File: src/rtl/dss_pkg.sv
// Shared types and constants of the deadline slot scheduler.
`default_nettype none
package dss_pkg;

    localparam int SLOTS   = 64;
    localparam int SLOT_W  = $clog2(SLOTS);
    localparam int GRP_W   = 3;
    localparam int GRP_N   = 1 << GRP_W;
    localparam int DL_W    = 7;
    localparam int ID_W    = 8;
    localparam int PROF_W  = 16;
    localparam int KIND_W  = 2;

    // Input operation codes
    localparam logic OP_PLACE  = 1'b0;
    localparam logic OP_FINISH = 1'b1;

    // Result kinds
    localparam logic [KIND_W-1:0] KIND_PLACE = 2'd0;
    localparam logic [KIND_W-1:0] KIND_ENTRY = 2'd1;
    localparam logic [KIND_W-1:0] KIND_EMPTY = 2'd2;

    typedef enum logic [2:0] {
        ST_IDLE,
        ST_PLACE_SRCH,
        ST_PLACE_ANS,
        ST_FIN_SRCH,
        ST_FIN_EMPTY,
        ST_WALK,
        ST_EMIT
    } dss_state_t;

    // Request to the shared downward search unit
    typedef struct packed {
        logic              start;
        logic [SLOT_W-1:0] from_idx;
        logic              want_set;
    } dss_srch_req_t;

    // Answer of the search unit
    typedef struct packed {
        logic              done;
        logic              found;
        logic [SLOT_W-1:0] idx;
    } dss_srch_rsp_t;

endpackage
`default_nettype wire

File: src/rtl/dss_search.sv
// Downward search over the occupancy map, one group of slots per cycle.
`default_nettype none
module dss_search (
    input  wire logic                         clk,
    input  wire logic                         rst_n,
    input  wire logic [dss_pkg::SLOTS-1:0]    occ,
    input  wire dss_pkg::dss_srch_req_t       req,
    output dss_pkg::dss_srch_rsp_t            rsp
);
    import dss_pkg::*;

    logic              busy_reg, busy_next;
    logic [SLOT_W-1:0] cur_reg, cur_next;
    logic              want_reg, want_next;

    logic [GRP_N-1:0]        grp_bits;
    logic [GRP_N-1:0]        cand;
    logic [GRP_W-1:0]        pe;
    logic                    hit;
    logic [SLOT_W-GRP_W-1:0] grp;

    // Masked priority encode of the current group
    always_comb
    begin
        grp      = cur_reg[SLOT_W-1:GRP_W];
        grp_bits = occ[{grp, {GRP_W{1'b0}}} +: GRP_N];
        pe       = '0;
        hit      = 1'b0;
        for (int b = 0; b < GRP_N; b++)
        begin
            cand[b] = (grp_bits[b] == want_reg) && (GRP_W'(b) <= cur_reg[GRP_W-1:0]);
            if (cand[b])
            begin
                pe  = GRP_W'(b);
                hit = 1'b1;
            end
        end
    end

    assign rsp.done  = busy_reg && (hit || (grp == '0));
    assign rsp.found = hit;
    assign rsp.idx   = {grp, pe};

    // Step to the next lower group, or load a new search
    always_comb
    begin
        busy_next = busy_reg;
        cur_next  = cur_reg;
        want_next = want_reg;
        if (req.start)
        begin
            busy_next = 1'b1;
            cur_next  = req.from_idx;
            want_next = req.want_set;
        end
        else if (rsp.done)
        begin
            busy_next = 1'b0;
        end
        else if (busy_reg)
        begin
            cur_next = {grp - 1'b1, {GRP_W{1'b1}}};
        end
    end

    always_ff @(posedge clk or negedge rst_n)
    begin
        if (!rst_n)
        begin
            busy_reg <= 1'b0;
            cur_reg  <= '0;
            want_reg <= 1'b0;
        end
        else
        begin
            busy_reg <= busy_next;
            cur_reg  <= cur_next;
            want_reg <= want_next;
        end
    end

endmodule
`default_nettype wire

File: src/rtl/dss_store.sv
// Per-slot profit and job id memory, one write and one registered read port.
`default_nettype none
module dss_store (
    input  wire logic                         clk,
    input  wire logic                         wr_en,
    input  wire logic [dss_pkg::SLOT_W-1:0]   wr_addr,
    input  wire logic [dss_pkg::PROF_W-1:0]   wr_profit,
    input  wire logic [dss_pkg::ID_W-1:0]     wr_id,
    input  wire logic                         rd_en,
    input  wire logic [dss_pkg::SLOT_W-1:0]   rd_addr,
    output logic [dss_pkg::PROF_W-1:0]        rd_profit,
    output logic [dss_pkg::ID_W-1:0]          rd_id
);
    import dss_pkg::*;

    logic [PROF_W-1:0] profit_mem [SLOTS];
    logic [ID_W-1:0]   id_mem     [SLOTS];

    // Write port
    always_ff @(posedge clk)
    begin
        if (wr_en)
        begin
            profit_mem[wr_addr] <= wr_profit;
            id_mem[wr_addr]     <= wr_id;
        end
    end

    // Registered read port
    always_ff @(posedge clk)
    begin
        if (rd_en)
        begin
            rd_profit <= profit_mem[rd_addr];
            rd_id     <= id_mem[rd_addr];
        end
    end

endmodule
`default_nettype wire

File: src/rtl/deadline_slot_scheduler_core.sv
// Top level of the deadline slot scheduler: sequencer, occupancy map, output register.
//
// Usage: jobs arrive on the input channel (in_valid/in_ready) already sorted by
// descending profit. A place item (operation 0) puts the job into the latest free
// slot at or before its deadline and returns one answer (kind 0) with accepted,
// slot, profit and job id. A finish item (operation 1) returns every filled slot in
// ascending order (kind 1), last set on the final one, and clears the map; with no
// slot filled it returns a single empty marker (kind 2).
// Timing: one item at a time; in_ready is high only when the sequencer is idle.
// A placement runs a downward search in the shared search unit, which scans eight
// slots per cycle, then loads the answer; a zero deadline skips the search and goes
// straight to loading the answer. in_ready returns in the cycle after the final
// result is loaded. A finish uses the search unit to locate the highest filled slot,
// then walks upwards from slot 0 to it, reading each filled slot from memory and
// skipping each empty one.
// Results sit in an output register; a stalled receiver (out_ready low) holds the
// sequencer at the next result, and a new item may be taken while one result waits.
// Reset clears the occupancy map and all control state; the slot memory is not
// cleared, since a slot is always written in the same cycle as its occupancy bit is set.
`default_nettype none
module deadline_slot_scheduler_core (
    input  wire logic                         clk,
    input  wire logic                         rst_n,
    input  wire logic                         in_valid,
    output logic                              in_ready,
    input  wire logic                         operation,
    input  wire logic [dss_pkg::ID_W-1:0]     job_id,
    input  wire logic [dss_pkg::DL_W-1:0]     deadline,
    input  wire logic [dss_pkg::PROF_W-1:0]   profit,
    output logic                              out_valid,
    input  wire logic                         out_ready,
    output logic [dss_pkg::KIND_W-1:0]        kind,
    output logic                              accepted,
    output logic [dss_pkg::SLOT_W-1:0]        slot_index,
    output logic [dss_pkg::PROF_W-1:0]        slot_profit,
    output logic [dss_pkg::ID_W-1:0]          slot_job_id,
    output logic                              last
);
    import dss_pkg::*;

    dss_state_t        state_reg, state_next;
    logic [SLOTS-1:0]  occ_reg, occ_next;
    logic [ID_W-1:0]   id_reg, id_next;
    logic [PROF_W-1:0] prof_reg, prof_next;
    logic              found_reg, found_next;
    logic [SLOT_W-1:0] slot_reg, slot_next;
    logic [SLOT_W-1:0] lslot_reg, lslot_next;

    logic              out_valid_reg, out_valid_next;
    logic [KIND_W-1:0] kind_reg, kind_next;
    logic              acc_reg, acc_next;
    logic [SLOT_W-1:0] oslot_reg, oslot_next;
    logic [PROF_W-1:0] oprof_reg, oprof_next;
    logic [ID_W-1:0]   oid_reg, oid_next;
    logic              olast_reg, olast_next;

    logic              in_fire;
    logic              out_free;
    logic              dl_zero;
    logic [DL_W-1:0]   dl_sat;
    logic              is_last;

    dss_srch_req_t     srch_req;
    dss_srch_rsp_t     srch_rsp;

    logic              wr_en;
    logic              rd_en;
    logic [PROF_W-1:0] rd_profit;
    logic [ID_W-1:0]   rd_id;

    assign in_ready = (state_reg == ST_IDLE);
    assign in_fire  = in_valid && in_ready;
    assign out_free = !out_valid_reg || out_ready;
    assign dl_zero  = (deadline == '0);
    assign dl_sat   = (deadline > DL_W'(SLOTS)) ? DL_W'(SLOTS) : deadline;
    assign is_last  = (slot_reg == lslot_reg);

    // Shared search unit and slot memory
    dss_search u_search (
        .clk   (clk),
        .rst_n (rst_n),
        .occ   (occ_reg),
        .req   (srch_req),
        .rsp   (srch_rsp)
    );

    dss_store u_store (
        .clk       (clk),
        .wr_en     (wr_en),
        .wr_addr   (srch_rsp.idx),
        .wr_profit (prof_reg),
        .wr_id     (id_reg),
        .rd_en     (rd_en),
        .rd_addr   (slot_reg),
        .rd_profit (rd_profit),
        .rd_id     (rd_id)
    );

    // Next state
    always_comb
    begin
        state_next = state_reg;
        case (state_reg)
            ST_IDLE:
            begin
                if (in_fire)
                begin
                    if (operation == OP_FINISH)
                        state_next = ST_FIN_SRCH;
                    else if (dl_zero)
                        state_next = ST_PLACE_ANS;
                    else
                        state_next = ST_PLACE_SRCH;
                end
            end
            ST_PLACE_SRCH:
            begin
                if (srch_rsp.done)
                    state_next = ST_PLACE_ANS;
            end
            ST_PLACE_ANS:
            begin
                if (out_free)
                    state_next = ST_IDLE;
            end
            ST_FIN_SRCH:
            begin
                if (srch_rsp.done)
                    state_next = srch_rsp.found ? ST_WALK : ST_FIN_EMPTY;
            end
            ST_FIN_EMPTY:
            begin
                if (out_free)
                    state_next = ST_IDLE;
            end
            ST_WALK:
            begin
                if (occ_reg[slot_reg])
                    state_next = ST_EMIT;
            end
            ST_EMIT:
            begin
                if (out_free)
                    state_next = is_last ? ST_IDLE : ST_WALK;
            end
            default:
            begin
                state_next = ST_IDLE;
            end
        endcase
    end

    // Datapath control and output register loading
    always_comb
    begin
        occ_next       = occ_reg;
        id_next        = id_reg;
        prof_next      = prof_reg;
        found_next     = found_reg;
        slot_next      = slot_reg;
        lslot_next     = lslot_reg;
        out_valid_next = out_valid_reg && !out_ready;
        kind_next      = kind_reg;
        acc_next       = acc_reg;
        oslot_next     = oslot_reg;
        oprof_next     = oprof_reg;
        oid_next       = oid_reg;
        olast_next     = olast_reg;
        srch_req       = '0;
        wr_en          = 1'b0;
        rd_en          = 1'b0;
        case (state_reg)
            ST_IDLE:
            begin
                if (in_fire)
                begin
                    id_next    = job_id;
                    prof_next  = profit;
                    found_next = 1'b0;
                    if (operation == OP_FINISH)
                    begin
                        srch_req.start    = 1'b1;
                        srch_req.from_idx = SLOT_W'(SLOTS - 1);
                        srch_req.want_set = 1'b1;
                    end
                    else if (!dl_zero)
                    begin
                        srch_req.start    = 1'b1;
                        srch_req.from_idx = SLOT_W'(dl_sat - 1'b1);
                        srch_req.want_set = 1'b0;
                    end
                end
            end
            ST_PLACE_SRCH:
            begin
                if (srch_rsp.done)
                begin
                    found_next = srch_rsp.found;
                    slot_next  = srch_rsp.idx;
                    if (srch_rsp.found)
                    begin
                        wr_en                  = 1'b1;
                        occ_next[srch_rsp.idx] = 1'b1;
                    end
                end
            end
            ST_PLACE_ANS:
            begin
                if (out_free)
                begin
                    out_valid_next = 1'b1;
                    kind_next      = KIND_PLACE;
                    acc_next       = found_reg;
                    oslot_next     = found_reg ? slot_reg : '0;
                    oprof_next     = found_reg ? prof_reg : '0;
                    oid_next       = found_reg ? id_reg : '0;
                    olast_next     = 1'b1;
                end
            end
            ST_FIN_SRCH:
            begin
                if (srch_rsp.done)
                begin
                    lslot_next = srch_rsp.idx;
                    slot_next  = '0;
                end
            end
            ST_FIN_EMPTY:
            begin
                if (out_free)
                begin
                    out_valid_next = 1'b1;
                    kind_next      = KIND_EMPTY;
                    acc_next       = 1'b0;
                    oslot_next     = '0;
                    oprof_next     = '0;
                    oid_next       = '0;
                    olast_next     = 1'b1;
                    occ_next       = '0;
                end
            end
            ST_WALK:
            begin
                // Read a filled slot, skip an empty one
                if (occ_reg[slot_reg])
                    rd_en = 1'b1;
                else
                    slot_next = slot_reg + 1'b1;
            end
            ST_EMIT:
            begin
                if (out_free)
                begin
                    out_valid_next = 1'b1;
                    kind_next      = KIND_ENTRY;
                    acc_next       = 1'b0;
                    oslot_next     = slot_reg;
                    oprof_next     = rd_profit;
                    oid_next       = rd_id;
                    olast_next     = is_last;
                    if (is_last)
                        occ_next = '0;
                    else
                        slot_next = slot_reg + 1'b1;
                end
            end
            default:
            begin
                srch_req = '0;
            end
        endcase
    end

    // Control registers
    always_ff @(posedge clk or negedge rst_n)
    begin
        if (!rst_n)
        begin
            state_reg     <= ST_IDLE;
            occ_reg       <= '0;
            out_valid_reg <= 1'b0;
        end
        else
        begin
            state_reg     <= state_next;
            occ_reg       <= occ_next;
            out_valid_reg <= out_valid_next;
        end
    end

    // Payload registers
    always_ff @(posedge clk)
    begin
        id_reg    <= id_next;
        prof_reg  <= prof_next;
        found_reg <= found_next;
        slot_reg  <= slot_next;
        lslot_reg <= lslot_next;
        kind_reg  <= kind_next;
        acc_reg   <= acc_next;
        oslot_reg <= oslot_next;
        oprof_reg <= oprof_next;
        oid_reg   <= oid_next;
        olast_reg <= olast_next;
    end

    assign out_valid   = out_valid_reg;
    assign kind        = kind_reg;
    assign accepted    = acc_reg;
    assign slot_index  = oslot_reg;
    assign slot_profit = oprof_reg;
    assign slot_job_id = oid_reg;
    assign last        = olast_reg;

endmodule
`default_nettype wire
File: config.mk
export PLATFORM = sky130hd
export DESIGN_NAME = deadline_slot_scheduler_core
export DESIGN_NICKNAME = d
export VERILOG_FILES = /design/src/rtl/dss_pkg.sv /design/src/rtl/dss_search.sv /design/src/rtl/dss_store.sv /design/src/rtl/deadline_slot_scheduler_core.sv
export SDC_FILE = /design/constraint.sdc
export NUM_CORES = 2
export LEC_CHECK = 0
export BUFFER_PORTS_ARGS = -buffer_cell sky130_fd_sc_hd__buf_4
export CAP_MARGIN = 0
export CORE_AREA = 2 2 330 332
export DETAILED_ROUTE_END_ITERATION = 10
export DIE_AREA = 0 0 332 334
export PLACE_DENSITY = 0.82
export SLEW_MARGIN = 20
export SYNTH_ARGS = -nofsm -noshare
export SYNTH_HDL_FRONTEND = slang
export SYNTH_HIERARCHICAL = 1
export SYNTH_SLANG_ARGS = --single-unit
File: constraint.sdc
create_clock -name clk -period 4.9 [get_ports clk]
set_input_delay 0.98 -clock clk [delete_from_list [all_inputs] [get_ports clk]]
set_output_delay 0.98 -clock clk [all_outputs]
set_load 0.03 [all_outputs]
==> flow_metrics.tcl <==
set metrics [dict create \
    worst_pin_slew_ps 1260 \
    clock.fmax_mhz 212 \
    fin_crit_sh 0.964 \
    pwr-share-clk 0.300 \
    nets 3578 \
    crit_chain "buf_4 -> mux2_2 -> o22ai_1 -> a221oi_1 -> xnor2_1 -> o2111a_4 -> inv_2 -> nor4_1 -> a21boi_0 -> and4_1 -> nor2b_1 -> nand3_1 -> buf_4 -> nor2_2 -> buf_4" \
    ys_warn_count 6 \
    slew_viol_final 0 \
    p_comb_frac 0.271 \
    drt-pass1-iter-count 9 \
    grt_pass1_wl_mm 253 \
    placement_rows 121 \
    routedWlPerCell_um 34.8 \
    ys_seq_elements 1707 \
    grt_overflow_total 0 \
    netlist_area_mm2 0.0671 \
    async_reset_ff_frac 0.0445 \
    synthCells 3352 \
    dp.cells 4791 \
    grt_start_max_net_pins 87 \
    place_ws_ps 73.4 \
    startpoint_type "flip-flop" \
    wl_met1_mm 60.5 \
    drive_gt1_frac 0.248 \
    cp_data_required_time_ps 5310 \
    wl_met2_mm 85.6 \
    clk_latency_ps 780 \
    start_util 0.623 \
    max_cap_violations 0 \
    syn_avg_cell_area_um2 20.0 \
    hpwl_mm 97.0 \
    pin_count 72 \
    wl_met3_mm 19.7 \
    seqPwrFrac 0.429 \
    cts.sinks 1707 \
    max-vdd-ir-drop_mv 0.395 \
    status "finished clean" \
    synthToLayoutAreaGrowth_pct 11.8 \
    cellPowerDensity_mw_per_mm2 540 \
    root_buffer "clkbuf_16" \
    critical_path.max_stage_delay_ps 550 \
    hold_path_class "in2async" \
    die_w_um 332 \
    synth-edff-count 1631 \
    gp_congestion 0.958 \
    finalSetupViolCount 0 \
    highest_layer "met5" \
    p_int_mw 27.9 \
    finalNonFillerCells 5073 \
    cp_max_fo 24 \
    cts_tree "yes" \
    clock_path_buffers 3 \
    antenna_found_initial 15 \
    drc 0 \
    synth_ff_type "edfxtp_1" \
    path_class "reg2reg" \
    critPathArrivalTime_ps 5130 \
    seq_area_frac_synth 0.758 \
    relSlewSlack 0.155 \
    drtAntennaViolNets 0 \
    power_switching_mw 12.6 \
    die_h_um 334 \
    place.port_buffers 71 \
    via_count 36201 \
    cpMaxStageDelayCell "dfrtp_2" \
    power.total_mw 40.5 \
    syn-num-nets 3392 \
    dieArea_mm2 0.111 \
    coreArea_mm2 0.108 \
    tns_ps 0 \
    rsz0062_at_grt "no" \
    wirelength_mm 176 \
    post-cts-setup-buffer-count 0 \
    largest_reg_flops 1024 \
    htreeDepth 4 \
    fin_crit_ps 4720 \
    hold_viol 0 \
    endpoint_kind "flip-flop" \
    grt_pass1_vias 35621 \
    cpMostUsedCell "buf_4" \
    switching_share 0.311 \
    cts_buffers 158 \
    cts.reportedPaths.clkPinSlew_ps 60 \
    track_usage 0.321 \
    skew_ps 37.3 \
    synth.distinct_cells 70 \
    drtIter0Drc 6006 \
    p_leak_nw 24.7 \
    fin_ws_ps 178 \
    vias_per_cell 7.14 \
]
-- metrics by stage --
step	hold WS (ps)	area (µm²)	util
finish	357	75000	0.696
global route	369	75000	0.696
CTS	350	75000	0.695
detailed placement	509	69900	0.648
global placement	492	69900	0.648
floorplan	476	67100	-
-- routing by layer --
| layer | global-route usage | vias up |
|---|---|---|
| met3 | 0.0677 | 555 |
| met1 | 0.425 | 18563 |
| li1 | - | 14166 |
| met5 | 0 | - |
| met2 | 0.513 | 2897 |
| met4 | 0.166 | 20 |
-- final timing paths --
check	slack, ps	depth (start not counted)	to	from
worst max-delay path	180	15	u_store/profit_mem[5][10]	u_search/cur_reg[3]
worst min-delay path	360	1	occ_reg[42]	rst_n
worst max register to register	180	15	u_store/profit_mem[5][10]	u_search/cur_reg[3]
worst min register to register	520	2	occ_reg[20]	occ_reg[20]
max in group asynchronous	3890	1	u_search/cur_reg[3]	rst_n
min in group clk	390	1	id_reg[5]	job_id[5]
-- area by class of cell --
cell class	instances	area, µm²
timing repair buffer	227	1850
tap	1414	1770
clock buffer	191	4180
multi-input combinational	1428	15400
fill	6113	32800
sequential	1707	50900
inverter	16	60.1
clock inverter	89	868
antenna	1	2.50
-- logic make-up after synthesis --
logic type,count (synthesis),share of synthesized area
buf+inv,217,0.0164
xor+xnor,15,0.00196
mux,607,0.153
flops,1707,0.758
fa+ha+maj,4,0.000746
simple gates,366,0.0263
compound gates,436,0.0437
-- cell usage after synthesis (12+ instances only) --
library cell	count	area (µm²)
o31ai_1	17	128
o21ai_0	43	215
o22ai_1	60	375
buf_4	29	218
and3_1	17	106
a22o_1	27	236
buf_2	71	355
dfrtp_1	76	1900
mux2i_1	262	2620
inv_1	13	48.8
nor2b_1	14	87.6
clkbuf_1	80	300
edfxtp_1	1631	49000
nor2_2	30	188
a21o_1	17	128
mux4_2	331	7450
buf_6	12	135
a21oi_1	78	390
nor3_1	13	65.1
a31oi_1	42	263
a211oi_1	19	143
a22oi_1	91	683
mux2_2	13	146
nor2_1	185	694
nand3_1	17	85.1
nand2_1	37	139
-- power by group through the flow --
stage	sequential, mW	combinational (mW)	clock (mW)
2_1_floorplan	18.0	6.56	0
3_3_place_gp	17.6	10.3	0
3_5_place_dp	17.7	10.5	0
4_1_cts	17.4	10.7	12.3
5_1_grt	17.4	11.3	12.8
6_report	17.4	11.0	12.2
-- critical path: cells and delay by family, from the launching register on --
| family | cells | cell delay (ps) |
|---|---|---|
| simple gates | 5 | 1310 |
| compound gates | 4 | 990 |
| buf+inv | 4 | 980 |
| flops | 1 | 550 |
| mux | 1 | 320 |
| xor+xnor | 1 | 180 |
-- repair_timing --
action / CTS / global route
hold buffers: 0 / 0
setup endpoints to repair: 5 / 55
resized for setup: 1 / 5
-- layout by cell type, fill, tap and decap left out, drive strengths merged, types with 4 or more instances in the layout --
cell type and n:
a2111oi 6, a211oi 19, a21o 17, a21oi 79, a22o 27, a22oi 91, a31oi 42, and2 5
and3 17, buf 227, bufinv 17, clkbuf 191, clkinv 65, dfrtp 76, edfxtp 1631, ha 4
inv 20, mux2 13, mux2i 262, mux4 332, nand2 37, nand2b 11, nand3 17, nand3b 9
nand4 6, nor2 215, nor2b 14, nor3 14, nor4 4, o21ai 50, o22ai 60, o31ai 17
or3 4, or3b 5, xnor2 8, xor2 7
Note: power is estimated with default switching activity, not from simulation.
